### src/design/bma_pkg.sv
// ----------------------------------------------------------------------------
// bma_pkg
// shared types and constants of the boxcar moving average block
// ----------------------------------------------------------------------------
package bma_pkg;

   localparam int         WIN_W     = 6;
   localparam logic [5:0] WIN_RESET = 6'd5;

   typedef enum logic [3:0] {
      ST_IDLE,
      ST_CHECK,
      ST_UPDATE,
      ST_MDIV,
      ST_MWAIT,
      ST_EMIT,
      ST_SR_SETUP,
      ST_SR_CENTER,
      ST_SR_READ,
      ST_SR_ACC,
      ST_SR_DIV,
      ST_SR_WAIT,
      ST_SR_EMIT
   } state_type;

   typedef enum logic [1:0] {
      SRC_SAMPLE,
      SRC_ZERO,
      SRC_QUOT
   } src_type;

   typedef enum logic [1:0] {
      CNT_ONE,
      CNT_WIN,
      CNT_HALF
   } cnt_type;

   typedef struct packed {
      logic    take_in;
      logic    ring_upd;
      logic    sum_upd;
      logic    end_run;
      logic    main_div;
      logic    emit_load;
      src_type emit_src;
      logic    emit_err;
      cnt_type emit_cnt;
      logic    out_load;
      logic    sr_setup;
      logic    sr_center;
      logic    sr_read;
      logic    sr_acc;
      logic    sr_div;
      logic    sr_out;
   } cmd_type;

   typedef struct packed {
      logic s_one;
      logic s_bad;
      logic s_even;
      logic k_lt_s;
      logic k_more;
      logic fin;
      logic cnt_one;
      logic rem_one;
      logic i_last;
      logic div_done;
      logic out_free;
   } sts_type;

endpackage

### src/design/boxcar_moving_average_edge_hold.sv
// ----------------------------------------------------------------------------
// boxcar_moving_average_edge_hold
// centred running mean over an odd window with edge hold, Q15 samples
// ----------------------------------------------------------------------------
// req_* carries one sample a beat, tlast on the last sample of a run; rsp_*
// carries one result a beat, tlast on the last result of the run and tuser
// set on an error result (even or zero window, mean zero). csr_* writes the window,
// taken at the first sample of each run.
// Until the window has filled, a sample gives no result; after that, and for
// every result of a first full window, the running sum goes through the
// bit-serial divider, and a sample may also give extra edge-hold results.
// A run not longer than the window is replayed from the ring at its end:
// per result the window is centred, each windowed sample is read and
// summed, and the sum is divided and loaded as the result.
// The result register lets a new sample be taken while a result waits;
// a stalled receiver holds the sequencer at its next result.
// Reset clears the run state and the result register and sets the window
// to 5; ring contents need no clearing.
// ----------------------------------------------------------------------------
module boxcar_moving_average_edge_hold import bma_pkg::*; #(
   parameter int MAX_WINDOW  = 63,
   parameter int SAMPLE_BITS = 16
) (
   input  logic                                   clock,
   input  logic                                   reset,
   input  logic                                   req_tvalid,
   output logic                                   req_tready,
   input  logic [((SAMPLE_BITS + 7) / 8) * 8-1:0] req_tdata,  // sample_in
   input  logic                                   req_tlast,  // final_sample
   input  logic                                   csr_valid,
   output logic                                   csr_ready,
   input  logic [WIN_W-1:0]                       csr_data,   // window_size
   output logic                                   rsp_tvalid,
   input  logic                                   rsp_tready,
   output logic [((SAMPLE_BITS + 7) / 8) * 8-1:0] rsp_tdata,  // mean_out
   output logic                                   rsp_tlast,  // end_of_run
   output logic                                   rsp_tuser   // window_error
);

   cmd_type cmd;
   sts_type sts;

   assign csr_ready = 1'b1;

   bma_ctrl u_ctrl (
      .clock      (clock),
      .reset      (reset),
      .req_tvalid (req_tvalid),
      .req_tready (req_tready),
      .sts        (sts),
      .cmd        (cmd)
   );

   bma_datapath #(.MAX_WINDOW(MAX_WINDOW), .SAMPLE_BITS(SAMPLE_BITS)) u_dp (
      .clock      (clock),
      .reset      (reset),
      .req_tdata  (req_tdata),
      .req_tlast  (req_tlast),
      .csr_valid  (csr_valid),
      .csr_data   (csr_data),
      .rsp_tvalid (rsp_tvalid),
      .rsp_tready (rsp_tready),
      .rsp_tdata  (rsp_tdata),
      .rsp_tlast  (rsp_tlast),
      .rsp_tuser  (rsp_tuser),
      .cmd        (cmd),
      .sts        (sts)
   );

endmodule

### src/design/bma_ram.sv
// ----------------------------------------------------------------------------
// bma_ram
// generic simple dual-port ram, one write and one registered read
// ----------------------------------------------------------------------------
module bma_ram #(
   parameter int WIDTH = 16,
   parameter int DEPTH = 64
) (
   input  logic                     clock,
   input  logic                     we,
   input  logic [$clog2(DEPTH)-1:0] waddr,
   input  logic [WIDTH-1:0]         wdata,
   input  logic [$clog2(DEPTH)-1:0] raddr,
   output logic [WIDTH-1:0]         rdata
);

   logic [WIDTH-1:0] mem [DEPTH];
   logic [WIDTH-1:0] rdata_ff;

   always_ff @(posedge clock) begin
      if (we) begin
         mem[waddr] <= wdata;
      end
      rdata_ff <= mem[raddr];
   end

   assign rdata = rdata_ff;

endmodule

### src/design/bma_div.sv
// ----------------------------------------------------------------------------
// bma_div
// bit-serial signed divider, rounds to nearest, one quotient bit a cycle
// ----------------------------------------------------------------------------
module bma_div #(
   parameter int DVD_W = 22,
   parameter int DVR_W = 6,
   parameter int Q_W   = 16
) (
   input  logic                    clock,
   input  logic                    reset,
   input  logic                    start,
   input  logic signed [DVD_W-1:0] dividend,
   input  logic [DVR_W-1:0]        divisor,
   output logic                    done,
   output logic [Q_W-1:0]          quotient
);

   localparam int CNT_W = $clog2(DVD_W + 1);

   logic             busy_ff, done_ff, neg_ff;
   logic [CNT_W-1:0] cnt_ff;
   logic [DVD_W-1:0] dvd_ff;
   logic [DVR_W:0]   rem_ff;
   logic [DVR_W-1:0] dvr_ff;
   logic [DVD_W-1:0] mag, mag_rnd;
   logic [DVR_W:0]   rem_sh;
   logic             ge;
   logic [Q_W-1:0]   q_mag;

   always_comb begin
      mag     = dividend[DVD_W-1] ? DVD_W'(-dividend) : DVD_W'(dividend);
      mag_rnd = mag + DVD_W'(divisor >> 1);
      rem_sh  = {rem_ff[DVR_W-1:0], dvd_ff[DVD_W-1]};
      ge      = rem_sh >= {1'b0, dvr_ff};
      q_mag   = dvd_ff[Q_W-1:0];
   end

   always_ff @(posedge clock) begin
      if (reset) begin
         busy_ff <= 1'b0;
         done_ff <= 1'b0;
      end else begin
         done_ff <= 1'b0;
         if (start) begin
            busy_ff <= 1'b1;
            cnt_ff  <= CNT_W'(DVD_W);
            dvd_ff  <= mag_rnd;
            rem_ff  <= '0;
            dvr_ff  <= divisor;
            neg_ff  <= dividend[DVD_W-1];
         end else if (busy_ff) begin
            dvd_ff <= {dvd_ff[DVD_W-2:0], ge};
            rem_ff <= ge ? rem_sh - {1'b0, dvr_ff} : rem_sh;
            cnt_ff <= cnt_ff - 1'b1;
            if (cnt_ff == CNT_W'(1)) begin
               busy_ff <= 1'b0;
               done_ff <= 1'b1;
            end
         end
      end
   end

   assign done     = done_ff;
   assign quotient = neg_ff ? -q_mag : q_mag;

endmodule

### src/design/bma_datapath.sv
// ----------------------------------------------------------------------------
// bma_datapath
// sample ring, running sum, short-run window sums, divider and output register
// ----------------------------------------------------------------------------
module bma_datapath import bma_pkg::*; #(
   parameter int MAX_WINDOW  = 63,
   parameter int SAMPLE_BITS = 16
) (
   input  logic                                   clock,
   input  logic                                   reset,
   input  logic [((SAMPLE_BITS + 7) / 8) * 8-1:0] req_tdata,
   input  logic                                   req_tlast,
   input  logic                                   csr_valid,
   input  logic [WIN_W-1:0]                       csr_data,
   output logic                                   rsp_tvalid,
   input  logic                                   rsp_tready,
   output logic [((SAMPLE_BITS + 7) / 8) * 8-1:0] rsp_tdata,
   output logic                                   rsp_tlast,
   output logic                                   rsp_tuser,
   input  cmd_type                                cmd,
   output sts_type                                sts
);

   localparam int DATA_W = ((SAMPLE_BITS + 7) / 8) * 8;
   localparam int DEPTH  = MAX_WINDOW + 1;
   localparam int PTR_W  = $clog2(DEPTH);
   localparam int SUM_W  = SAMPLE_BITS + PTR_W;

   logic [WIN_W-1:0]       win_ff, run_ff, seen_ff, rem_ff;
   logic [WIN_W-1:0]       n_ff, sp_ff, e_ff, i_ff, cnt_ff;
   logic [PTR_W-1:0]       wp_ff, j_ff;
   logic [SAMPLE_BITS-1:0] x_ff, val_ff, out_data_ff;
   logic                   fin_ff, first_ff, err_ff;
   logic                   out_valid_ff, out_last_ff, out_err_ff;
   logic signed [SUM_W-1:0] sum_ff, acc_ff;

   logic [SAMPLE_BITS-1:0] rdata, quot;
   logic [PTR_W-1:0]       raddr, wp_next;
   logic [PTR_W:0]         old_tmp;
   logic [WIN_W-1:0]       e_main, sp_c, c_hi, c_sel, rem_in;
   logic signed [SUM_W-1:0] x_ext, r_ext, sum_in, dvd;
   logic                   div_done;

   always_comb begin
      x_ext   = {{(SUM_W - SAMPLE_BITS){x_ff[SAMPLE_BITS-1]}}, x_ff};
      r_ext   = {{(SUM_W - SAMPLE_BITS){rdata[SAMPLE_BITS-1]}}, rdata};
      sum_in  = sts.k_lt_s ? sum_ff + x_ext : sum_ff + x_ext - r_ext;
      old_tmp = {1'b0, wp_ff} + (PTR_W + 1)'(DEPTH) - (PTR_W + 1)'(run_ff);
      if (old_tmp >= (PTR_W + 1)'(DEPTH)) begin
         old_tmp = old_tmp - (PTR_W + 1)'(DEPTH);
      end
      wp_next = (wp_ff == PTR_W'(DEPTH - 1)) ? '0 : wp_ff + 1'b1;
      raddr   = cmd.sr_read ? j_ff : old_tmp[PTR_W-1:0];
      e_main  = (run_ff - 1'b1) >> 1;
      if (seen_ff < WIN_W'(4)) begin
         sp_c = WIN_W'(1);
      end else if (seen_ff[0]) begin
         sp_c = seen_ff - WIN_W'(2);
      end else begin
         sp_c = seen_ff - WIN_W'(1);
      end
      c_hi = n_ff - 1'b1 - e_ff;
      if (i_ff < e_ff) begin
         c_sel = e_ff;
      end else if (i_ff > c_hi) begin
         c_sel = c_hi;
      end else begin
         c_sel = i_ff;
      end
      case (cmd.emit_cnt)
         CNT_WIN:  rem_in = run_ff;
         CNT_HALF: rem_in = (first_ff || fin_ff) ? e_main + 1'b1 : WIN_W'(1);
         default:  rem_in = WIN_W'(1);
      endcase
      dvd = cmd.sr_div ? acc_ff : sum_ff;
   end

   always_comb begin
      sts.s_one    = run_ff == WIN_W'(1);
      sts.s_bad    = (run_ff == '0) || (32'(run_ff) > MAX_WINDOW);
      sts.s_even   = ~run_ff[0];
      sts.k_lt_s   = seen_ff < run_ff;
      sts.k_more   = ({1'b0, seen_ff} + 1'b1) < {1'b0, run_ff};
      sts.fin      = fin_ff;
      sts.cnt_one  = cnt_ff == WIN_W'(1);
      sts.rem_one  = rem_ff == WIN_W'(1);
      sts.i_last   = i_ff == n_ff - 1'b1;
      sts.div_done = div_done;
      sts.out_free = ~out_valid_ff | rsp_tready;
   end

   bma_ram #(.WIDTH(SAMPLE_BITS), .DEPTH(DEPTH)) u_ring (
      .clock (clock),
      .we    (cmd.ring_upd),
      .waddr (wp_ff),
      .wdata (x_ff),
      .raddr (raddr),
      .rdata (rdata)
   );

   bma_div #(.DVD_W(SUM_W), .DVR_W(WIN_W), .Q_W(SAMPLE_BITS)) u_div (
      .clock    (clock),
      .reset    (reset),
      .start    (cmd.main_div | cmd.sr_div),
      .dividend (dvd),
      .divisor  (cmd.sr_div ? sp_ff : run_ff),
      .done     (div_done),
      .quotient (quot)
   );

   always_ff @(posedge clock) begin
      if (reset) begin
         win_ff       <= WIN_RESET;
         run_ff       <= WIN_RESET;
         seen_ff      <= '0;
         sum_ff       <= '0;
         wp_ff        <= '0;
         out_valid_ff <= 1'b0;
      end else begin
         if (csr_valid) begin
            win_ff <= csr_data;
         end
         if (cmd.take_in && seen_ff == '0) begin
            run_ff <= win_ff;
         end
         if (cmd.end_run) begin
            seen_ff <= '0;
            sum_ff  <= '0;
            wp_ff   <= '0;
         end else if (cmd.sum_upd) begin
            sum_ff <= sum_in;
            wp_ff  <= wp_next;
            if (sts.k_lt_s) begin
               seen_ff <= seen_ff + 1'b1;
            end
         end
         if (cmd.out_load) begin
            out_valid_ff <= 1'b1;
         end else if (rsp_tready) begin
            out_valid_ff <= 1'b0;
         end
      end
   end

   always_ff @(posedge clock) begin
      if (cmd.take_in) begin
         x_ff   <= req_tdata[SAMPLE_BITS-1:0];
         fin_ff <= req_tlast;
      end
      if (cmd.sum_upd) begin
         first_ff <= ({1'b0, seen_ff} + 1'b1) == {1'b0, run_ff};
      end
      if (cmd.emit_load) begin
         case (cmd.emit_src)
            SRC_SAMPLE: val_ff <= x_ff;
            SRC_QUOT:   val_ff <= quot;
            default:    val_ff <= '0;
         endcase
         err_ff <= cmd.emit_err;
         rem_ff <= rem_in;
      end else if (cmd.out_load && !cmd.sr_out) begin
         rem_ff <= rem_ff - 1'b1;
      end
      if (cmd.sr_setup) begin
         n_ff  <= seen_ff;
         sp_ff <= sp_c;
         e_ff  <= (sp_c - 1'b1) >> 1;
         i_ff  <= '0;
      end
      if (cmd.sr_center) begin
         j_ff   <= PTR_W'(c_sel - e_ff);
         cnt_ff <= sp_ff;
         acc_ff <= '0;
      end
      if (cmd.sr_acc) begin
         acc_ff <= acc_ff + r_ext;
         j_ff   <= j_ff + 1'b1;
         cnt_ff <= cnt_ff - 1'b1;
      end
      if (cmd.out_load) begin
         if (cmd.sr_out) begin
            out_data_ff <= quot;
            out_last_ff <= sts.i_last;
            out_err_ff  <= 1'b0;
            i_ff        <= i_ff + 1'b1;
         end else begin
            out_data_ff <= val_ff;
            out_last_ff <= fin_ff & sts.rem_one;
            out_err_ff  <= err_ff;
         end
      end
   end

   assign rsp_tvalid = out_valid_ff;
   assign rsp_tdata  = DATA_W'(out_data_ff);
   assign rsp_tlast  = out_last_ff;
   assign rsp_tuser  = out_err_ff;

endmodule

### src/design/bma_ctrl.sv
// ----------------------------------------------------------------------------
// bma_ctrl
// sequencer for sample update, edge hold replay and short-run fallback
// ----------------------------------------------------------------------------
module bma_ctrl import bma_pkg::*; (
   input  logic    clock,
   input  logic    reset,
   input  logic    req_tvalid,
   output logic    req_tready,
   input  sts_type sts,
   output cmd_type cmd
);

   state_type state_ff, state_in;

   always_ff @(posedge clock) begin
      if (reset) begin
         state_ff <= ST_IDLE;
      end else begin
         state_ff <= state_in;
      end
   end

   always_comb begin
      state_in = state_ff;
      case (state_ff)
         ST_IDLE: begin
            if (req_tvalid) state_in = ST_CHECK;
         end
         ST_CHECK: begin
            if (sts.s_one || sts.s_bad) state_in = ST_EMIT;
            else                        state_in = ST_UPDATE;
         end
         ST_UPDATE: begin
            if (sts.k_lt_s && sts.fin) state_in = ST_SR_SETUP;
            else if (sts.k_more)       state_in = ST_IDLE;
            else if (sts.s_even)       state_in = ST_EMIT;
            else                       state_in = ST_MDIV;
         end
         ST_MDIV:  state_in = ST_MWAIT;
         ST_MWAIT: begin
            if (sts.div_done) state_in = ST_EMIT;
         end
         ST_EMIT: begin
            if (sts.out_free && sts.rem_one) state_in = ST_IDLE;
         end
         ST_SR_SETUP:  state_in = ST_SR_CENTER;
         ST_SR_CENTER: state_in = ST_SR_READ;
         ST_SR_READ:   state_in = ST_SR_ACC;
         ST_SR_ACC: begin
            if (sts.cnt_one) state_in = ST_SR_DIV;
            else             state_in = ST_SR_READ;
         end
         ST_SR_DIV:  state_in = ST_SR_WAIT;
         ST_SR_WAIT: begin
            if (sts.div_done) state_in = ST_SR_EMIT;
         end
         ST_SR_EMIT: begin
            if (sts.out_free) state_in = sts.i_last ? ST_IDLE : ST_SR_CENTER;
         end
         default: state_in = ST_IDLE;
      endcase
   end

   always_comb begin
      cmd = '0;
      case (state_ff)
         ST_IDLE: cmd.take_in = req_tvalid;
         ST_CHECK: begin
            if (sts.s_one || sts.s_bad) begin
               cmd.emit_load = 1'b1;
               cmd.emit_src  = sts.s_one ? SRC_SAMPLE : SRC_ZERO;
               cmd.emit_err  = ~sts.s_one;
               cmd.emit_cnt  = CNT_ONE;
            end else begin
               cmd.ring_upd = 1'b1;
            end
         end
         ST_UPDATE: begin
            cmd.sum_upd = 1'b1;
            if (!(sts.k_lt_s && sts.fin) && !sts.k_more && sts.s_even) begin
               cmd.emit_load = 1'b1;
               cmd.emit_src  = SRC_ZERO;
               cmd.emit_err  = 1'b1;
               cmd.emit_cnt  = sts.k_lt_s ? CNT_WIN : CNT_ONE;
            end
         end
         ST_MDIV: cmd.main_div = 1'b1;
         ST_MWAIT: begin
            if (sts.div_done) begin
               cmd.emit_load = 1'b1;
               cmd.emit_src  = SRC_QUOT;
               cmd.emit_cnt  = CNT_HALF;
            end
         end
         ST_EMIT: begin
            if (sts.out_free) begin
               cmd.out_load = 1'b1;
               cmd.end_run  = sts.rem_one & sts.fin;
            end
         end
         ST_SR_SETUP:  cmd.sr_setup  = 1'b1;
         ST_SR_CENTER: cmd.sr_center = 1'b1;
         ST_SR_READ:   cmd.sr_read   = 1'b1;
         ST_SR_ACC:    cmd.sr_acc    = 1'b1;
         ST_SR_DIV:    cmd.sr_div    = 1'b1;
         ST_SR_EMIT: begin
            if (sts.out_free) begin
               cmd.out_load = 1'b1;
               cmd.sr_out   = 1'b1;
               cmd.end_run  = sts.i_last;
            end
         end
         default: cmd = '0;
      endcase
   end

   assign req_tready = state_ff == ST_IDLE;

endmodule

### config.mk
export PLATFORM = sky130hd
export DESIGN_NAME = boxcar_moving_average_edge_hold
export DESIGN_NICKNAME = d
export VERILOG_FILES = /design/src/design/bma_pkg.sv /design/src/design/boxcar_moving_average_edge_hold.sv /design/src/design/bma_ram.sv /design/src/design/bma_div.sv /design/src/design/bma_datapath.sv /design/src/design/bma_ctrl.sv
export SDC_FILE = /design/constraint.sdc
export NUM_CORES = 2
export LEC_CHECK = 0
export ABC_AREA = 1
export ABC_CLOCK_PERIOD_IN_PS = 6300
export BUFFER_PORTS_ARGS = -buffer_cell sky130_fd_sc_hd__buf_2
export CAP_MARGIN = 10
export CORE_MARGIN = 1
export CORE_UTILIZATION = 30
export CTS_BUF_LIST = sky130_fd_sc_hd__clkbuf_4
export CTS_CLUSTER_DIAMETER = 120
export CTS_CLUSTER_SIZE = 20
export DETAILED_ROUTE_END_ITERATION = 10
export GPL_TIMING_DRIVEN = 0
export SLEW_MARGIN = 25
export SYNTH_ARGS = -nofsm -noshare
export SYNTH_HDL_FRONTEND = slang
export SYNTH_SLANG_ARGS = --single-unit
### constraint.sdc
create_clock -name clock -period 6.3 [get_ports clock]
set_input_delay 0.315 -clock clock [delete_from_list [all_inputs] [get_ports clock]]
set_output_delay 0.315 -clock clock [all_outputs]
set_load 0.005 [all_outputs]
-- Word-level counts from Yosys, hierarchy flattened
Memory sizes are Yosys's and may differ from the RTL's. A register that Yosys moved wholly into a read port is not among the register bits.
Index checks and enable logic that the tools add are counted.
- $add $sub $neg: 26
- $lt $le $gt $ge: 7
- eq/ne operators: 27
- multiplexer cells: 78
- bitwise operators: 8
- reductions and logical operators: 26
- operators by type and width (cell ; count):
    two-way mux 22 bit ; 7
    two-way mux 6 bit ; 22
    case mux 4 bit (13 select lines) ; 1
    adder 22 x 16 -> 22 bit ; 2
    subtractor 6 x 1 -> 6 bit, second input constant ; 7
    two-way mux 16 bit ; 2
    case mux 16 bit (2 select lines) ; 1
    two-way mux 4 bit ; 7
    two-way mux 1 bit ; 26
    adder 6 x 1 -> 6 bit, second input constant ; 4
    adder 22 x 5 -> 22 bit ; 1
    negator 22 bit ; 1
    subtractor 22 x 16 -> 22 bit ; 1
    equality test 4 bit, second input constant ; 5
    equality test 6 x 1 -> 1 bit, second input constant ; 3
    equality test 4 x 3 -> 1 bit, second input constant ; 4
    negator 16 bit ; 1
    zero test 6 bit ; 2
    two-way mux 3 bit ; 4
    case mux 6 bit (2 select lines) ; 1
    subtractor 6 x 5 -> 6 bit ; 2
    case mux 3 bit (3 select lines) ; 1
    equality test 4 x 2 -> 1 bit, second input constant ; 2
    inequality test 2 x 1 -> 1 bit, second input constant ; 4
    other kinds (39) ; 61
- register bits: 209
- bits in writable memories: 1024
- input port bits: 28
- memories: 1
- memory list (name ; words ; bits a word ; read ports ; clocked after memory_dff ; write ports ; RTL line ; RTL):
    u_dp.u_ring.mem ; 64 ; 16 ; 1 ; 1 ; 1 ; bma_ram.sv:17 ; logic [WIDTH-1:0] mem [DEPTH];

-- Depth between registers and ports, before layout
- depth in word-level cells: 10
- mapped depth: 30
- gate-level depth less buffers: 30

-- Modules after synthesis
Synthesis repeated with hierarchy kept, for this count alone.
- cells, all modules: 5819
- area total of the unflattened synthesis: 58826.4 µm²
- by module, submodules not included (module ; times used ; cells each ; area each (µm²) ; seq. area each (µm²)):
    bma_ram ; 1 ; 3517 ; 42099.1 ; 31069.8
    bma_datapath ; 1 ; 1709 ; 12592.1 ; 4244.1
    bma_div ; 1 ; 482 ; 3577.2 ; 1241.2
    bma_ctrl ; 1 ; 109 ; 546.8 ; 80.1
    boxcar_moving_average_edge_hold ; 1 ; 2 ; 11.3 ; 0.0

-- Least setup slack after synthesis
No wires, ideal clock.
- path kind: reg2reg
- start: reg u_dp.n_ff[0]
- end: reg u_dp.j_ff[5], data pin
- setup time: 0.269 ns
- arrival time: 4.165 ns
- path slack: 1.866 ns
- stages on the path, launching flop included: 30
- path buffers: 0
- period minus slack after synthesis: 4.434 ns
- cell sequence: edfxtp_1 -> inv_1 -> ha_1 -> xor2_1 -> ha_1 -> a21oi_1 -> nand2_1 -> nand2_1 -> nand2_1 -> a21oi_1 -> xnor2_1 -> ha_1 -> nand2_1 -> nor2_1 -> nand2_1 -> o21ai_0 -> nand2_1 -> inv_1 -> nand2_1 -> o211ai_1 -> o21ai_0 -> ha_1 -> nand2_1 -> o211a_1 -> or2_2 -> nand2_1 -> a21oi_1 -> xor2_1 -> nand2_1 -> o21ai_0
- word-level cells in the longest chain between the ends: 8
- RTL lines (element ; RTL line ; RTL):
    start: declaration ; bma_datapath.sv:30 ; logic [WIN_W-1:0] n_ff, sp_ff, e_ff, i_ff, cnt_ff;
    start signal: assignment ; bma_datapath.sv:165 ; n_ff <= seen_ff;
    subtractor 6 x 1 -> 6 bit * ; bma_datapath.sv:62 ; c_hi = n_ff - 1'b1 - e_ff;
    subtractor 6 x 5 -> 6 bit * ; bma_datapath.sv:62 ;
    > comparator 6 bit ; bma_datapath.sv:65 ; end else if (i_ff > c_hi) begin
    two-way mux 6 bit * ; bma_datapath.sv:65 ;
    two-way mux 6 bit * ; bma_datapath.sv:63 ; if (i_ff < e_ff) begin
    subtractor 6 x 5 -> 6 bit * ; bma_datapath.sv:171 ; j_ff <= PTR_W'(c_sel - e_ff);
    two-way mux 6 bit * ; bma_datapath.sv:170 ; if (cmd.sr_center) begin
    two-way mux 6 bit * ; bma_datapath.sv:175 ; if (cmd.sr_acc) begin
    end signal: assignment ; bma_datapath.sv:171 ;
    end signal: assignment ; bma_datapath.sv:177 ; j_ff <= j_ff + 1'b1;
    end: declaration ; bma_datapath.sv:31 ; logic [PTR_W-1:0] wp_ff, j_ff;
Mark *: on every way between the ends. The rest lies on a longest branch, timed or not. The select of a mux whose other input is x is not followed.
A chain may end at the register's enable or synchronous reset.

-- Worst setup path in the final report
Same ends and word-level chain as after synthesis.

==> metrics.md <==
| Metric | Value |
|---|---|
| Status | completed |
| Unrepaired setup endpoints after global routing | false |
| Port Buffers | between 40 and 50 |
| Share of layout cells above drive strength 1 | 8.81% |
| DR DRC count | 0 |
| Die W | approximately 430 um |
| FP Rows | about 160 |
| Hold Crit Class | in2reg |
| Seq/Total Area, Yosys | around two thirds |
| Dominant synthesized flop cell | edfxtp_1 |
| Total grt overflow | 0 |
| Worst path bufs/invs | 2 |
| Syn-to-layout area delta | 14.7% |
| Most frequent CP cell | nand2_1 |
| Die Ht | roughly 430 um |
| DRT antenna net count | 0 |
| Maximum clock frequency | roughly 190 MHz |
| Hold buffers post-CTS | 62 |
| Post-synth EDFFs | 1170 |
| Wire length per cell | roughly 27 um |
| #FFs+latches synth | around 1200 |
| Final period utilization | 84.1% |
| Final Skew | between 0.1 and 0.15 ns |
| Filler cells | between 15000 and 20000 |
| Placed wire-length estimate | 152000 um |
| Placed instance area | approximately 0.062 mm2 |
| Syn Nets | 5075 |
| Final #Nets | approximately 5400 |
| I/O pin cnt | 49 |
| Layout Utilization | 34.8% |
| Clk sinks | approximately 1200 |
| Footprint of the multi-input gates | 0.0175 mm2 |
| Design Area, Final | 0.0639 mm2 |
| Slew margin rel. | between 20% and 30% |
| Vias per cell | between 5 and 6 |
| Reg2reg setup slack | ~1 ns |
| Vias in the first global route | between 40000 and 50000 |
| Gpl congestion | 1.04 |
| Crit Path Max Fanout | 5 |
| Root Driver | clkbuf_4 |
| Core Region | ~0.18 mm2 |
| Gr usage total | around 22% |
| Max cap viols | 0 |
| Global-route wire length before repair | between 200000 and 300000 um |
| Total setup buffers inserted after CTS | 0 |
| Cts repair resizes | 0 |
| Antenna violations before repair | 9 |
| Worst-path clk slew | 0.23 ns |
| Yosys Warn Count | 0 |
| CP peak stage delay | ~0.50 ns |
| Detailed-route wire length | roughly 210000 um |
| Largest net degree at the start of global routing | 27 |
| Asr flop ratio synth | 0% |
| Synthesized cell area | ~0.056 mm2 |
| CP arrival | slightly above 6 ns |
| Vias | ~43000 |
| Initial Utilization | a little under a third |
| Final worst setup slack | approximately 1 ns |
| CTS max path bufs | 3 |
| CTS H-tree lvls | 3 |
| Worst EP required | between 7 and 8 ns |
| Final setup violation count | 0 |
| Setup TNS | 0 ns |
| Syn avg cell area | 11.4 um2 |
| Unique masters post-synth | 54 |
| Final number of hold-violating endpoints | 0 |
| Worst slack, placed | about 1.1 ns |
| Worst setup EP type | flip-flop |
| Delay-heaviest family, CP | compound AO/OA/AOI/OAI gates |
| Tmin final | 5.30 ns |
| Post-synthesis cell count | around 4900 |
| FF+latch area | 0.0366 mm2 |
| Least-Margin Pin Slew | 1.18 ns |
| CTS tree | done |
| Slowest CP cell | edfxtp_1 |
| Drt first-iter violations | around 6900 |
| Worst skew pair latency | between 1 and 1.5 ns |
| Setup Crit Path Kind | reg2reg |
| Final Max Slew Viols | 0 |
| Die area | 0.188 mm2 |
| TritonRoute pass-1 iters | 6 |
| Num CTS Buffers | 73 |
| CP Launch Type | flip-flop |
layout make-up:
| cell class | count | area share, % |
|---|---|---|
| Multi-Input combinational cell | 3102 | 27.3 |
| Antenna cell | 8 | 0.0313 |
| Timing Repair Buffer | 247 | 5.82 |
| Clock inverter | 9 | 0.211 |
| Sequential cell | 1245 | 57.3 |
| Buffer | 256 | 1.61 |
| Tap cell | 2464 | 4.82 |
| Clock buffer | 94 | 1.10 |
| Inverter | 302 | 1.77 |
synthesized netlist by cell type, types with 12 or more instances:
cell      number  area (um2)
a211oi_1      13        97.6
a21oi_1      152         761
buf_2         28         140
clkbuf_1     212         796
dfxtp_1       75        1500
edfxtp_1    1170       35100
ha_1         134        1680
inv_1        289        1080
nand2_1      463        1740
nand2_2       16         100
nand3_1      259        1300
nand3b_1      12        90.1
nand4_1       15        93.8
nor2_1       753        2830
nor3_1        33         165
o211ai_1      73         548
o21a_1        12        90.1
o21ai_0      657        3290
o21ai_1       23         115
o221ai_1     192        1680
o22ai_1       82         513
or2_2         14        87.6
xnor2_1       32         280
xor2_1        71         622
worst paths after layout:
| path | from | to | cells after the start |
|---|---|---|---|
| hold reg to reg | u_dp.win_ff[0]$_SDFFE_PP1P_ | u_dp.run_ff[0]$_SDFFE_PP1P_ | 2 |
| hold / removal | rsp_tready | u_dp.rsp_tvalid$_SDFFE_PP0P_ | 5 |
| setup / recovery | u_dp.n_ff[0]$_DFFE_PP_ | u_dp.j_ff[5]$_DFFE_PP_ | 29 |
| setup reg to reg | u_dp.n_ff[0]$_DFFE_PP_ | u_dp.j_ff[5]$_DFFE_PP_ | 29 |
routing by layer:
layer / part of all wire, % / track usage (%)
met5: 0.060 / 0.416
met2: 43 / 32.7
met1: 38 / 28.4
met4: 6.1 / 10.8
met3: 13 / 6.20
worst reg2reg max path, delay by kind of cell, from the launching register on:
family / cells / cell delay (ns)
flip-flops: 1 / 0.50
AO/OA/AOI/OAI: 8 / 1.31
AND/OR/NAND/NOR: 12 / 1.26
adder cells (fa/ha/maj): 4 / 1.15
XOR/XNOR: 3 / 0.59
buffers and inverters: 2 / 0.23
sequential cells by signal (all words and copies together), names as in the netlist, 16 cells and up:
name,count
u_dp.val_ff,16
u_dp.u_div.dvd_ff,22
u_dp.acc_ff,22
u_dp.sum_ff,22
u_dp.x_ff,16
u_dp.u_ring.mem,1024
u_dp.u_ring.rdata,16
u_dp.rsp_tdata,16
cells by family after synthesis:
group	count (synthesis)	share of synthesized area, %
multiplexers	2	0.0359
AND/OR/NAND/NOR	1598	12.0
buffers and inverters	558	3.88
XOR/XNOR	103	1.62
flip-flops	1245	65.7
adder cells (fa/ha/maj)	142	3.29
AO/OA/AOI/OAI	1256	13.5
other	1	0.00673
per-stage QoR:
stage	hold WS, ns	cells
3_3_place_gp	0.449	7415
3_5_place_dp	0.488	7553
2_1_floorplan	0.414	4905
6_report	0.0789	7727
5_1_grt	0.0293	7727
4_1_cts	0.0163	7718
cells in the final DEF, fill, tap and decap left out, types with 23 or more instances in the layout:
| master | instances |
|---|---|
| clkbuf_1 | 210 |
| nor2_1 | 687 |
| inv_1 | 289 |
| nor2_4 | 72 |
| a21oi_1 | 152 |
| xor2_1 | 71 |
| edfxtp_1 | 1170 |
| o21ai_1 | 23 |
| nand3_1 | 259 |
| clkbuf_4 | 94 |
| ha_1 | 134 |
| o211ai_1 | 73 |
| buf_16 | 59 |
| buf_8 | 61 |
| o21ai_0 | 655 |
| xnor2_1 | 32 |
| nor3_1 | 32 |
| dlygate4sd3_1 | 62 |
| o22ai_1 | 82 |
| dfxtp_1 | 75 |
| buf_2 | 74 |
| nand2_1 | 463 |
| o221ai_1 | 192 |
Power is left out: the tool's default activity adds up to more than one toggle a clock period on the data nets, which glitch-free logic cannot reach.
